$ cat config.mk
export PLATFORM = sky130hd
export DESIGN_NAME = v3alu_merge
export DESIGN_NICKNAME = d
export VERILOG_FILES = /design/src/rtl/core/vector3_alu_top_defines.svh /design/src/rtl/core/v3alu_pkg.sv /design/src/rtl/core/v3alu_merge.sv
export SDC_FILE = /design/constraint.sdc
export NUM_CORES = 1
export LEC_CHECK = 0
export ABC_AREA = 1
export BUFFER_PORTS_ARGS = -buffer_cell sky130_fd_sc_hd__buf_4
export CORE_AREA = 2 2 167 169
export CTS_CLUSTER_SIZE = 40
export DETAILED_ROUTE_END_ITERATION = 8
export DIE_AREA = 0 0 169 171
export PLACE_DENSITY = 0.66
export SLEW_MARGIN = 20
export SYNTH_ARGS = -nofsm -noshare
export SYNTH_HDL_FRONTEND = slang
export SYNTH_SLANG_ARGS = --single-unit
$ cat constraint.sdc
create_clock -name clk -period 6 [get_ports clk]
set_clock_uncertainty 0.2 [all_clocks]
set_input_delay 0.9 -clock clk [delete_from_list [all_inputs] [get_ports clk]]
set_output_delay 0.9 -clock clk [all_outputs]
set_load 0.01 [all_outputs]
$ cat src/rtl/core/vector3_alu_top_defines.svh
// Assertion macros for the vector ALU top level.
// Stands alone; the including file supplies clock, reset and signal names.
`ifndef VECTOR3_ALU_TOP_DEFINES_SVH
`define VECTOR3_ALU_TOP_DEFINES_SVH

// Implication checked in the same cycle.
`define V3_ASSERT_NOW(label, clk, rst_n, ante, cons, msg) \
	label: assert property (@(posedge clk) disable iff (!rst_n) (ante) |-> (cons)) \
		else $error(msg);

// Implication checked in the next cycle.
`define V3_ASSERT_NEXT(label, clk, rst_n, ante, cons, msg) \
	label: assert property (@(posedge clk) disable iff (!rst_n) (ante) |=> (cons)) \
		else $error(msg);

`endif

$ cat src/rtl/core/v3alu_pkg.sv
// Shared types, constants and fixed-point helpers for the vector ALU.
// No dependencies; used by the lane, merge and top-level modules.
package v3alu_pkg;

	localparam int FRAC_BITS  = 16;
	localparam int WORD_BITS  = 32;
	localparam int FUNC_BITS  = 4;
	localparam int TOL_BITS   = WORD_BITS - 1;
	localparam int LIN_BITS   = WORD_BITS + 1;
	localparam int PROD_BITS  = 2 * WORD_BITS;
	localparam int LANE_BITS  = PROD_BITS + 1;
	localparam int SUM_BITS   = PROD_BITS + 2;
	localparam int SH_BITS    = SUM_BITS - FRAC_BITS;
	localparam int LANES      = 3;
	localparam int COMPS      = 4;

	localparam int S_DATA_BITS = ((9 * WORD_BITS + TOL_BITS + 7) / 8) * 8;
	localparam int S_USER_BITS = ((FUNC_BITS + 7) / 8) * 8;
	localparam int M_DATA_BITS = ((4 * WORD_BITS + 7) / 8) * 8;
	localparam int M_USER_BITS = 8;

	typedef logic signed [WORD_BITS-1:0] word_t;
	typedef logic signed [LIN_BITS-1:0]  lin_t;
	typedef logic signed [PROD_BITS-1:0] prod_t;
	typedef logic signed [LANE_BITS-1:0] lane_acc_t;
	typedef logic signed [SUM_BITS-1:0]  sum_t;
	typedef logic [TOL_BITS-1:0]         tol_t;

	localparam word_t WMAX = word_t'({1'b0, {(WORD_BITS-1){1'b1}}});
	localparam word_t WMIN = word_t'({1'b1, {(WORD_BITS-1){1'b0}}});
	localparam word_t ONE  = word_t'(1 << FRAC_BITS);

	typedef enum logic [FUNC_BITS-1:0] {
		FN_ADD       = 4'd0,
		FN_SUB       = 4'd1,
		FN_SCALE     = 4'd2,
		FN_NEGATE    = 4'd3,
		FN_DOT       = 4'd4,
		FN_CROSS     = 4'd5,
		FN_MAGSQR    = 4'd6,
		FN_EQUAL_TOL = 4'd7,
		FN_ZERO_TOL  = 4'd8
	} func_t;

	// What kind of result an item produces, decided at the first stage.
	typedef enum logic [2:0] {
		KD_NONE,
		KD_LIN,
		KD_PROD,
		KD_SUM,
		KD_CMP
	} kind_t;

	// Operands of one lane: the lane forms m0a*m0b +/- m1a*m1b.
	typedef struct packed {
		word_t m0a;
		word_t m0b;
		word_t m1a;
		word_t m1b;
		logic  psub;
	} lane_op_t;

	typedef struct packed {
		logic s2;
		logic s3;
	} stage_en_t;

	typedef struct packed {
		kind_t kind;
		word_t lin_x;
		word_t lin_y;
		word_t lin_z;
		logic  lin_sat;
		logic  flag;
	} merge_in_t;

	typedef struct packed {
		word_t rx;
		word_t ry;
		word_t rz;
		word_t rw;
		logic  flag;
		logic  sat;
	} result_t;

	typedef struct packed {
		word_t val;
		logic  sat;
	} fin_t;

	// Arithmetic shift right by FRAC_BITS, then saturate to a word.
	function automatic fin_t finish(input sum_t v);
		logic signed [SH_BITS-1:0] sh;
		fin_t r;
		sh = v[SUM_BITS-1:FRAC_BITS];
		if (sh[SH_BITS-1:WORD_BITS-1] == {(SH_BITS-WORD_BITS+1){sh[SH_BITS-1]}}) begin
			r.val = sh[WORD_BITS-1:0];
			r.sat = 1'b0;
		end else begin
			r.val = sh[SH_BITS-1] ? WMIN : WMAX;
			r.sat = 1'b1;
		end
		return r;
	endfunction

	// Saturate a one-bit-grown sum or difference to a word.
	function automatic fin_t clip(input lin_t v);
		fin_t r;
		if (v[LIN_BITS-1] == v[LIN_BITS-2]) begin
			r.val = v[WORD_BITS-1:0];
			r.sat = 1'b0;
		end else begin
			r.val = v[LIN_BITS-1] ? WMIN : WMAX;
			r.sat = 1'b1;
		end
		return r;
	endfunction

endpackage

$ cat src/rtl/core/v3alu_merge.sv
// Merge stage: combines lane results, shifts and saturates, and holds the output register.
// Depends on v3alu_pkg.
module v3alu_merge (
	input  logic                  clk,
	input  logic                  en,
	input  v3alu_pkg::merge_in_t  ctl,
	input  v3alu_pkg::lane_acc_t  acc [v3alu_pkg::LANES],
	output v3alu_pkg::result_t    res_s4
);

	v3alu_pkg::sum_t    dot_sum;
	v3alu_pkg::fin_t    fin_sum;
	v3alu_pkg::fin_t    fin_lane [v3alu_pkg::LANES];
	v3alu_pkg::result_t res_d;

	always_comb begin
		// Dot and squared magnitude spread their three products over two lanes.
		dot_sum = v3alu_pkg::SUM_BITS'(acc[0]) + v3alu_pkg::SUM_BITS'(acc[1]);
		fin_sum = v3alu_pkg::finish(dot_sum);
		for (int i = 0; i < v3alu_pkg::LANES; i++) begin
			fin_lane[i] = v3alu_pkg::finish(v3alu_pkg::SUM_BITS'(acc[i]));
		end
		res_d = '0;
		unique case (ctl.kind)
			v3alu_pkg::KD_LIN: begin
				res_d.rx  = ctl.lin_x;
				res_d.ry  = ctl.lin_y;
				res_d.rz  = ctl.lin_z;
				res_d.rw  = v3alu_pkg::ONE;
				res_d.sat = ctl.lin_sat;
			end
			v3alu_pkg::KD_PROD: begin
				res_d.rx  = fin_lane[0].val;
				res_d.ry  = fin_lane[1].val;
				res_d.rz  = fin_lane[2].val;
				res_d.rw  = v3alu_pkg::ONE;
				res_d.sat = fin_lane[0].sat | fin_lane[1].sat | fin_lane[2].sat;
			end
			v3alu_pkg::KD_SUM: begin
				res_d.rx  = fin_sum.val;
				res_d.sat = fin_sum.sat;
			end
			v3alu_pkg::KD_CMP: begin
				res_d.flag = ctl.flag;
			end
			v3alu_pkg::KD_NONE: begin
				res_d = '0;
			end
			default: begin
				res_d = '0;
			end
		endcase
	end

	always_ff @(posedge clk) begin
		if (en) begin
			res_s4 <= res_d;
		end
	end

endmodule

==> summary.md, run 1 <==
| Metric | Value |
|---|---|
| Status | finished, final reports clean |
| Leakage | around 7.7 nW |
| Internal | approximately 1.5 mW |
| Pre-CTS WS | between 1 and 1.5 ns |
| Pin count of the biggest net entering global routing | between 80 and 90 |
| Cell area after synthesis | 11,290 um^2 |
| Rows | 61 |
| Combinational share of power | 0.426 |
| Antenna violations before repair | 0 |
| Setup repair bufs after CTS | 0 |
| ANT nets after route | 0 |
| Share of cells above drive strength 1 | 0.2000 |
| CTS buffer count | 9 |
| CTS H-tree depth | 3 |
| NumNets Final | between 2,000 and 3,000 |
| Die area | 28,900 um^2 |
| RSZ-0062 raised after global routing | false |
| Wire length per cell | around 19 um |
| Synth unique cells | 42 |
| CP endpoint kind | register |
| Mean Syn Cell Area | slightly above 6 um^2 |
| GP Congestion | around 1.0 |
| GR Util All Layers | 0.3191 |
| # clock sinks | slightly below 100 |
| DR DRC count | 0 |
| Largest Register | res_s4 |
| Startpoint Class | primary input |
| Seq/Total Area, Yosys | 0.2632 |
| # hold bufs at CTS | 0 |
| Core area | ~27,000 um^2 |
| Worst Path Required | around 6.0 ns |
| Endpoints failing setup | 0 |
| CTS tree | built |
| Setup TNS | 0 ns |
| Most frequent cells in the layout | nand2_1 (635), buf_4 (387), inv_1 (252), nand3_1 (164), nor2_1 (159) |
| Crit path DAT | 4.63 ns |
| Sw frac | 0.3758 |
| Ports | roughly 430 |
| Die Width | 169 um |
| Input/output buffers | 380 |
| Chip height | 171 um |
| Most common cell after layout, fill and taps aside | nand2_1 |
| Sequential power share | 0.349 |
| Worst-Margin Slew | between 1 and 1.5 ns |
| Total Power | 2.415 mW |
| Slew Limit Headroom | 0.2959 |
| Peak Freq | 0.2166 GHz |
| Post-Syn Instances | about 1,800 |
| Vias in the first global route | 12,365 |
| Initial Util | 0.4133 |
| Final Hold Viols | 0 |
| Hold Crit Class | primary input to register |
| DRT iter0 DRCs | 1,099 |
| WS Path Type | primary input to register |
| Biggest regs | res_s4 (99) |
| Hold path cells | 2 |
| VDD IR-drop max | between 100 and 150 uV |
| CTS root buf | clkbuf_16 |
| WL final | around 48,000 um |
| Crit path max fanout | 32 |
| P&R area growth vs syn | 29.13% |
| Max Buffers Root-to-Sink | 2 |
| Gr ovfl total | 0 |
| Fin crit share | 0.7694 |
| Max Slew Vio Count | 0 |
| 1st-pass router iterations | 5 |
| Switching power | between 0.9 and 1 mW |
| DP HPWL | around 40,000 um |
| Register bit count reported by yosys | slightly below 100 |
| Ys Warns | 0 |
| First-pass GRT wire length | between 70,000 and 80,000 um |
| Power per cell area | about 170 nW/um^2 |
| Clock slew at reported path FFs | about 0.07 ns |
| DR vias | between 10,000 and 15,000 |
| Min Tclk post-route | around 4.6 ns |
| Clock share of power | 0.226 |
| Via density per instance | between 5 and 6 |
| Resize count post-CTS | 0 |
| Max reg flops | 99 |
| Diodes inserted | 0 |
| Final worst setup slack | between 1 and 1.5 ns |
| Max_cap viols | 0 |
[through the flow]
step / instances / util / hold slack (ns) / instance area, um^2
after global placement: 2520 / 0.5237 / 0.9712 / 14310
after CTS: 2536 / 0.5335 / 0.6057 / 14580
after global routing: 2536 / 0.5337 / 0.6081 / 14580
after detailed placement: 2520 / 0.5237 / 0.9733 / 14310
after floorplan: 1867 / - / 0.8125 / 11410
final: 2536 / 0.5337 / 0.6176 / 14580
[cell type report]
type | count | area (um^2)
fillers | 2890 | 12740
multi-input cells | 1428 | 7027
flip-flops and latches | 99 | 2973
repair buffers | 387 | 2905
inverters | 260 | 977.2
well taps | 346 | 432.9
clock buffers | 10 | 229.0
clock inverters | 6 | 38.79
[synth_stat cells (all sizes together)]
cell type	instances	area, um^2
xor2	13	113.9
edfxtp	99	2973
nor4	11	68.82
ha	64	800.8
o31ai	3	22.52
o21ai	48	240.2
a21boi	1	7.510
o32ai	2	17.52
o211ai	1	7.510
nand3	168	860.8
clkbuf	28	105.1
or2	1	6.260
nand3b	4	30.03
nand2	645	2456
clkinv	1	3.750
and3	4	25.02
a211oi	1	7.510
inv	259	972.2
buf	52	361.6
xnor2	18	157.7
a31oi	11	68.82
o41ai	1	8.760
conb	1	3.750
nor2	166	655.6
a21oi	154	774.5
a31o	1	8.760
nand4	16	100.1
a21o	31	232.7
o21bai	11	82.58
nor3	22	120.1
[logic make-up (layout without fill, tap and decap cells)]
| group | count (synthesis) | after routing | share of synthesized area |
|---|---|---|---|
| xor gates and xnor gates | 31 | 31 | 0.02404 |
| and+or+nand+nor | 1037 | 1037 | 0.3828 |
| DFF | 99 | 99 | 0.2632 |
| buffers and inverters | 340 | 663 | 0.1277 |
| other | 1 | 31 | 0.0003321 |
| AOI/OAI and AO/OA | 265 | 265 | 0.1310 |
| adders and majority gates | 64 | 64 | 0.07091 |
[worst max-delay path, stage by stage]
cell,delay [ns]
buf_4,0.13
ha_1,0.38
nand2_1,0.13
nor2_1,0.18
inv_1,0.11
nor2_1,0.26
nand3_1,0.21
nor3_1,0.17
nand2_1,0.13
nand2_1,0.09
nand2_1,0.04
nand2_1,0.15
nand3_1,0.10
nor2_1,0.10
nor2_1,0.07
nor2_4,0.67
nand2_2,0.15
nand2_4,0.31
nand3_1,0.18
nand2_1,0.11
[routing by layer]
layer / track usage / wire length (um)
met5: 0 / 7
met4: 0.1338 / 2054
met3: 0.04025 / 3269
met2: 0.5567 / 22810
met1: 0.3987 / 19610
[power groups by stage]
stage	Sequential [mW]	Combinational (mW)	Clock [mW]
finish	0.843	1.03	0.545
global route	0.848	1.12	0.570
CTS	0.843	1.02	0.553
detailed placement	0.858	1.01	0
global placement	0.856	1.01	0
floorplan	0.888	0.533	0
[path summary, 6_finish.rpt]
| kind | startpoint | endpoint | slack [ns] |
|---|---|---|---|
| worst min-delay path | ctl[64] | res_s4[96] | 0.62 |
| worst max-delay path | acc[165] | res_s4[116] | 1.38 |
Power figures use the tool's default switching activity.
==> run 2: changes to the inputs <==
==> constraint.sdc (replaced) <==
create_clock -name clk -period 4.35 [get_ports clk]
set_clock_uncertainty 0.2 [all_clocks]
set_input_delay 0.6525 -clock clk [delete_from_list [all_inputs] [get_ports clk]]
set_output_delay 0.6525 -clock clk [all_outputs]
set_load 0.01 [all_outputs]
==> run 2 against run 1 <==
Net effect: clock-buffer cell count fell by 1; first-iteration DRC count grew 7.5%; power is 43% higher; sequential cell count unchanged; non-clock buffer count grew 18; critical path depth is 1 higher; routed wire length increased by 0.16%.
==> summary.md, run 2 (synthesized netlist as in run 1, its figures left out) <==
| Metric | Value |
|---|---|
| Die area | 28,900 um^2 (unchanged) |
| Final Hold Viols | 0 (unchanged) |
| GR Util All Layers | 0.3193 (about the same) |
| WL final | 47,830 um (+0.16%) |
| Setup repair bufs after CTS | 0 (unchanged) |
| Crit path max fanout | 31 (-3.1%) |
| Cell repeated most along the worst path | nand2_1 |
| Most frequent cells in the layout | nand2_1 (637), buf_4 (402), inv_1 (252), nand3_1 (164), nor2_1 (159) |
| Seq. cell area | 2973 um^2 (unchanged) |
| Most common cell after layout, fill and taps aside | nand2_1 |
| Max Buffers Root-to-Sink | 2 (unchanged) |
| DR DRC count | 0 (unchanged) |
| GP Congestion | 0.9725 (-2.9%) |
| Initial Util | 0.4133 (unchanged) |
| Biggest regs | res_s4 (99) |
| NumNets Final | 2,565 (+0.71%) |
| Die Width | 169 um (unchanged) |
| Resize count post-CTS | 0 (unchanged) |
| CTS buffer count | 9 (unchanged) |
| VDD IR-drop max | 161.0 uV (+26%) |
| Slew Limit Headroom | 0.3829 (+0.08706) |
| Hold Path Origin | ctl[55] |
| Levels on crit path | 21 (+5.0%) |
| Fin crit share | 0.8984 |
| CTS H-tree depth | 3 (unchanged) |
| Largest Register | res_s4 |
| Max Slew Vio Count | 0 (unchanged) |
| Power per cell area | 233.9 nW/um^2 (+41%) |
| Peak Freq | 0.2559 GHz |
| # hold bufs at CTS | 0 (unchanged) |
| Share of cells above drive strength 1 | 0.2056 (+0.005616) |
| Via density per instance | 5.210 (-0.28%) |
| Area of the multi-input gates | 7022 um^2 (about the same) |
| Rows | 61 (unchanged) |
| CP bufs+invs | 2 (unchanged) |
| ANT nets after route | 0 (unchanged) |
| Max_cap viols | 0 (unchanged) |
| # clock sinks | 99 (unchanged) |
| 1st-pass router iterations | 5 (unchanged) |
| Clock slew at reported path FFs | 0.07 ns (about the same) |
| First-pass GRT wire length | 70,660 um (+0.24%) |
| Wire length per cell | 18.71 um (-0.63%) |
| Delay-heaviest family, CP | simple AND/OR/NAND/NOR gates |
| Startpoint Class | primary input |
| Clock share of power | 0.248 (+0.022) |
| P&R area growth vs syn | 31.08% |
| Switching power | 1.251 mW (+38%) |
| Critical Path, Cell by Cell | buf_4, ha_1, nand2_1, inv_1, a21oi_1, nand2_1, a21oi_1, nand3_2, nand2_2, nand2_4, nand2_2, nand2_4, nand2_1, nand2_1, nor2_1, nand2_1, nor2_4, nand2_2, nand2_4, nand3_1, nand2_1 |
| Critical Path Max Stage Delay | 0.36 ns (-0.31 ns) |
| Antenna violations before repair | 2 (+2) |
| Endpoints failing setup | 0 (unchanged) |
| CTS tree | built |
| Area after DPL | 14,480 um^2 (+1.2%) |
| Fillcell total | 2,893 (+0.10%) |
| Vias in the first global route | 12,500 (+1.1%) |
| Hold EP | res_s4[87] |
| Sw frac | 0.3614 (-0.01439) |
| Internal | 2.211 mW (+47%) |
| Core area | 27,320 um^2 (unchanged) |
| Hold Crit Class | primary input to register |
| DR vias | 13,318 (+0.51%) |
| Slowest-stage cell, CP | ha_1 |
| DP HPWL | 40,350 um (+1.5%) |
| Status | finished, final reports clean |
| Worst Path Required | 4.37 ns (-1.64 ns) |
| RSZ-0062 raised after global routing | false |
| CTS root buf | clkbuf_16 |
| Chip height | 171 um (unchanged) |
| Ports | 428 (unchanged) |
| Gr ovfl total | 0 (unchanged) |
| Hold path cells | 2 (unchanged) |
| Design area | 14,800 um^2 (+1.5%) |
| Input/output buffers | 380 (unchanged) |
| CP endpoint kind | register |
| Leakage | 7.797 nW (+1.6%) |
| Combinational share of power | 0.416 (-0.010) |
| DRT iter0 DRCs | 1,181 (+7.5%) |
| WS Path Type | primary input to register |
| Pin count of the biggest net entering global routing | 89 (unchanged) |
| Setup TNS | 0 ns (unchanged) |
| Worst-Margin Slew | 0.9245 ns (-0.1305 ns) |
| Min Tclk post-route | between 3 and 4 ns |
| Crit path DAT | 3.93 ns (-0.70 ns) |
| Sequential power share | 0.336 (-0.013) |
| Max reg flops | 99 (unchanged) |
[run 2: cell count changes in the layout (fill, tap and decap cells not counted)]
cell / previous run / this run
clkinvlp_4: 1 / 0
nand2_1: 635 / 637
diode_2: 0 / 2
clkinv_1: 2 / 3
bufinv_16: 0 / 2
nand2_2: 7 / 5
buf_4: 387 / 402
clkinv_2: 3 / 2
buf_12: 0 / 3
clkbuf_1: 1 / 0
[run 2: stage by stage]
step | setup WS (ns) | hold WS [ns] | std cells | power (mW) | utilization
after global placement | 0.1936 | 0.7236 | 2538 | 2.598 | 0.5300
after detailed placement | 0.1938 | 0.7253 | 2538 | 2.605 | 0.5300
after CTS | 0.5527 | 0.3601 | 2554 | 3.459 | 0.5415
after global routing | 0.1577 | 0.3691 | 2556 | 3.647 | 0.5418
final | 0.4420 | 0.3701 | 2556 | 3.462 | 0.5418
after floorplan | 1.150 | 0.5650 | 1867 | 1.961 | -
[run 2: area by class of cell]
cell class,count,area share
clock inverters,7,0.006086
diodes,2,0.0003381
flip-flops and latches,99,0.2008
multi-input cells,1428,0.4743
well taps,346,0.02925
inverters,260,0.06601
repair buffers,405,0.2079
clock buffers,9,0.01521
[run 2: worst max-delay path by stage]
stage | startpoint | to
5_1_grt | acc[97] | res_s4[116]
2_1_floorplan | acc[97] | res_s4[99]
3_3_place_gp | acc[97] | res_s4[128]
3_5_place_dp | acc[97] | res_s4[128]
6_report | acc[97] | res_s4[116]
4_1_cts | acc[97] | res_s4[128]
[run 2: per-layer routing]
| layer | vias to the layer above | part of all wire | GRT usage |
|---|---|---|---|
| met2 | 568 | 0.49 | 0.5741 |
| met1 | 6042 | 0.41 | 0.3938 |
| met3 | 87 | 0.062 | 0.03701 |
| li1 | 6621 | - | - |
| met4 | 0 | 0.034 | 0.1167 |
| met5 | - | 0 | 0 |
[run 2: power groups by stage]
stage | Clock [mW] | Sequential, mW | Combinational [mW]
floorplan | 0 | 1.23 | 0.736
global route | 0.907 | 1.17 | 1.57
detailed placement | 0 | 1.18 | 1.42
CTS | 0.870 | 1.16 | 1.43
finish | 0.859 | 1.16 | 1.44
global placement | 0 | 1.18 | 1.42
==> run 3: changes to the inputs <==
--- a/config.mk
+++ b/config.mk
@@ -8,6 +8,7 @@
 export ABC_AREA = 1
 export BUFFER_PORTS_ARGS = -buffer_cell sky130_fd_sc_hd__buf_4
 export CORE_AREA = 2 2 167 169
+export CTS_BUF_LIST = sky130_fd_sc_hd__clkbuf_8
 export CTS_CLUSTER_SIZE = 40
 export DETAILED_ROUTE_END_ITERATION = 8
 export DIE_AREA = 0 0 169 171
==> run 3 against run 2 <==
Net effect: design area shrank 0.70%; die area stayed put; sequential share of layout area rose by 0.14 points; largest power group unchanged; highest routed layer is now met5.
==> summary.md, run 3 (synthesized netlist as in run 1, its figures left out) <==
| Metric | Value |
|---|---|
| Critical Path Max Stage Delay | 0.36 ns (about the same) |
| Die Width | 169 um (unchanged) |
| Via density per instance | 5.183 (-0.53%) |
| Final Hold Viols | 0 (unchanged) |
| P&R area growth vs syn | 30.16% |
| Critical Path, Cell by Cell | buf_4, ha_1, nand2_1, inv_1, a21oi_1, nand2_1, a21oi_1, nand3_2, nand2_2, nand2_4, nand2_2, nand2_4, nand2_1, nand2_1, nor2_1, nand2_1, nor2_4, nand2_2, nand2_4, nand3_1, nand2_1 |
| Wire length per cell | 18.65 um (-0.33%) |
| DR DRC count | 0 (unchanged) |
| RSZ-0062 raised after global routing | false |
| Resize count post-CTS | 0 (unchanged) |
| Core area | 27,320 um^2 (unchanged) |
| Max reg flops | 99 (unchanged) |
| Power per cell area | 221.4 nW/um^2 (-5.3%) |
| Worst-Margin Slew | 0.9275 ns (+0.003035 ns) |
| CTS buffer count | 9 (unchanged) |
| DRT iter0 DRCs | 1,155 (-2.2%) |
| CTS H-tree depth | 3 (unchanged) |
| Hold path cells | 2 (unchanged) |
| Pre-CTS WS | 0.1938 ns (unchanged) |
| DR vias | 13,242 (-0.57%) |
| Max Buffers Root-to-Sink | 2 (unchanged) |
| Met2 usage | 0.5700 (-0.004098) |
| Hold Crit Class | primary input to register |
| Cell repeated most along the worst path | nand2_1 |
| Rows | 61 (unchanged) |
| Fin crit share | 0.8896 (-0.008766) |
| Hold Path Origin | ctl[61] |
| Met3 Track Usage GR | 0.03794 (+0.0009253) |
| Most common cell after layout, fill and taps aside | nand2_1 |
| Ports | 428 (unchanged) |
| Biggest regs | res_s4 (99) |
| CTS tree | built |
| Die area | 28,900 um^2 (unchanged) |
| Antenna violations before repair | 1 (-1) |
| GP Congestion | 0.9725 (unchanged) |
| CP endpoint kind | register |
| Busiest grt layer | met2 |
| WS Path Type | primary input to register |
| Setup repair bufs after CTS | 0 (unchanged) |
| DP HPWL | 40,350 um (unchanged) |
| # hold bufs at CTS | 0 (unchanged) |
| Leakage | 7.750 nW (-0.59%) |
| Vias in the first global route | 12,493 (-0.056%) |
| Setup TNS | 0 ns (unchanged) |
| GR Util All Layers | 0.3184 (-0.0008928) |
| Max_cap viols | 0 (unchanged) |
| Gr ovfl total | 0 (unchanged) |
| Worst Path Required | 4.40 ns (+0.03 ns) |
| Crit path max fanout | 31 (unchanged) |
| Fin Hold WS | 0.3401 ns (-0.02993 ns) |
| WL final | 47,650 um (-0.37%) |
| CTS root buf | clkbuf_8 |
| Status | finished, final reports clean |
| Initial Util | 0.4133 (unchanged) |
| Startpoint Class | primary input |
| Slowest-stage cell, CP | ha_1 |
| Most frequent cells in the layout | nand2_1 (637), buf_4 (402), inv_1 (252), nand3_1 (164), nor2_1 (159) |
| Routing usage on met1 | 0.3928 (-0.001006) |
| Min Tclk post-route | 3.870 ns (-0.03813 ns) |
| 1st-pass router iterations | 5 (unchanged) |
| VDD IR-drop max | 175.9 uV (+9.3%) |
| Largest Register | res_s4 |
| Share of cells above drive strength 1 | 0.2056 (unchanged) |
| ANT nets after route | 0 (unchanged) |
| Slew Limit Headroom | 0.3801 (-0.002804) |
| Endpoints failing setup | 0 (unchanged) |
| Crit path DAT | 3.92 ns (about the same) |
| Input/output buffers | 380 (unchanged) |
| Final worst setup slack | 0.4801 ns (+0.03813 ns) |
| Pin count of the biggest net entering global routing | 89 (unchanged) |
| Clock slew at reported path FFs | 0.10 ns (+0.03 ns) |
| First-pass GRT wire length | 70,480 um (-0.25%) |
| Hold EP | res_s4[93] |
| Max Slew Vio Count | 0 (unchanged) |
| NumNets Final | 2,565 (unchanged) |
| Peak Freq | 0.2584 GHz (+0.99%) |
| # clock sinks | 99 (unchanged) |
| Chip height | 171 um (unchanged) |
| Total Power | 3.254 mW (-6.0%) |
[run 3: how the worst max path moves through the flow]
stage / to / start / slack, ns
global placement: res_s4[128] / acc[97] / 0.19
CTS: res_s4[128] / acc[97] / 0.59
detailed placement: res_s4[128] / acc[97] / 0.19
finish: res_s4[116] / acc[97] / 0.48
global route: res_s4[116] / acc[97] / 0.19
floorplan: res_s4[99] / acc[97] / 1.15
[run 3: worst max-delay path, delay by kind of cell]
| family | cells | cell delay, ns |
|---|---|---|
| AOI/OAI and AO/OA | 2 | 0.53 |
| adders and majority gates | 1 | 0.36 |
| buffers and inverters | 2 | 0.17 |
| and+or+nand+nor | 16 | 2.18 |
[run 3: cell type report]
type	count	area (um^2)
clock inverters	7	90.09
repair buffers	405	3078
inverters	260	977.2
clock buffers	9	123.9
fillers	2911	12620
well taps	346	432.9
flip-flops and latches	99	2973
diodes	1	2.502
multi-input cells	1428	7022
[run 3: routing by layer]
layer / share of wire / up-vias / wire, um
met5: 0.00010 / - / 5
met4: 0.036 / 2 / 1733
met3: 0.062 / 96 / 2943
met2: 0.49 / 507 / 23140
met1: 0.42 / 6014 / 19830
li1: - / 6623 / -
[run 3: where the power goes]
part,total (mW),switching [mW],leakage (nW),internal (mW)
Clock,0.653,0.329,0.109,0.323
Sequential,1.16,0.0227,0.948,1.14
Combinational,1.44,0.872,6.69,0.568
Total,3.25,1.22,7.75,2.03
[run 3: stage by stage]
stage	util	cells	cell area, um^2
final	0.5380	2555	14700
after global routing	0.5380	2555	14700
after CTS	0.5378	2554	14700
after detailed placement	0.5300	2538	14480
after global placement	0.5300	2538	14480
after floorplan	-	1867	11410
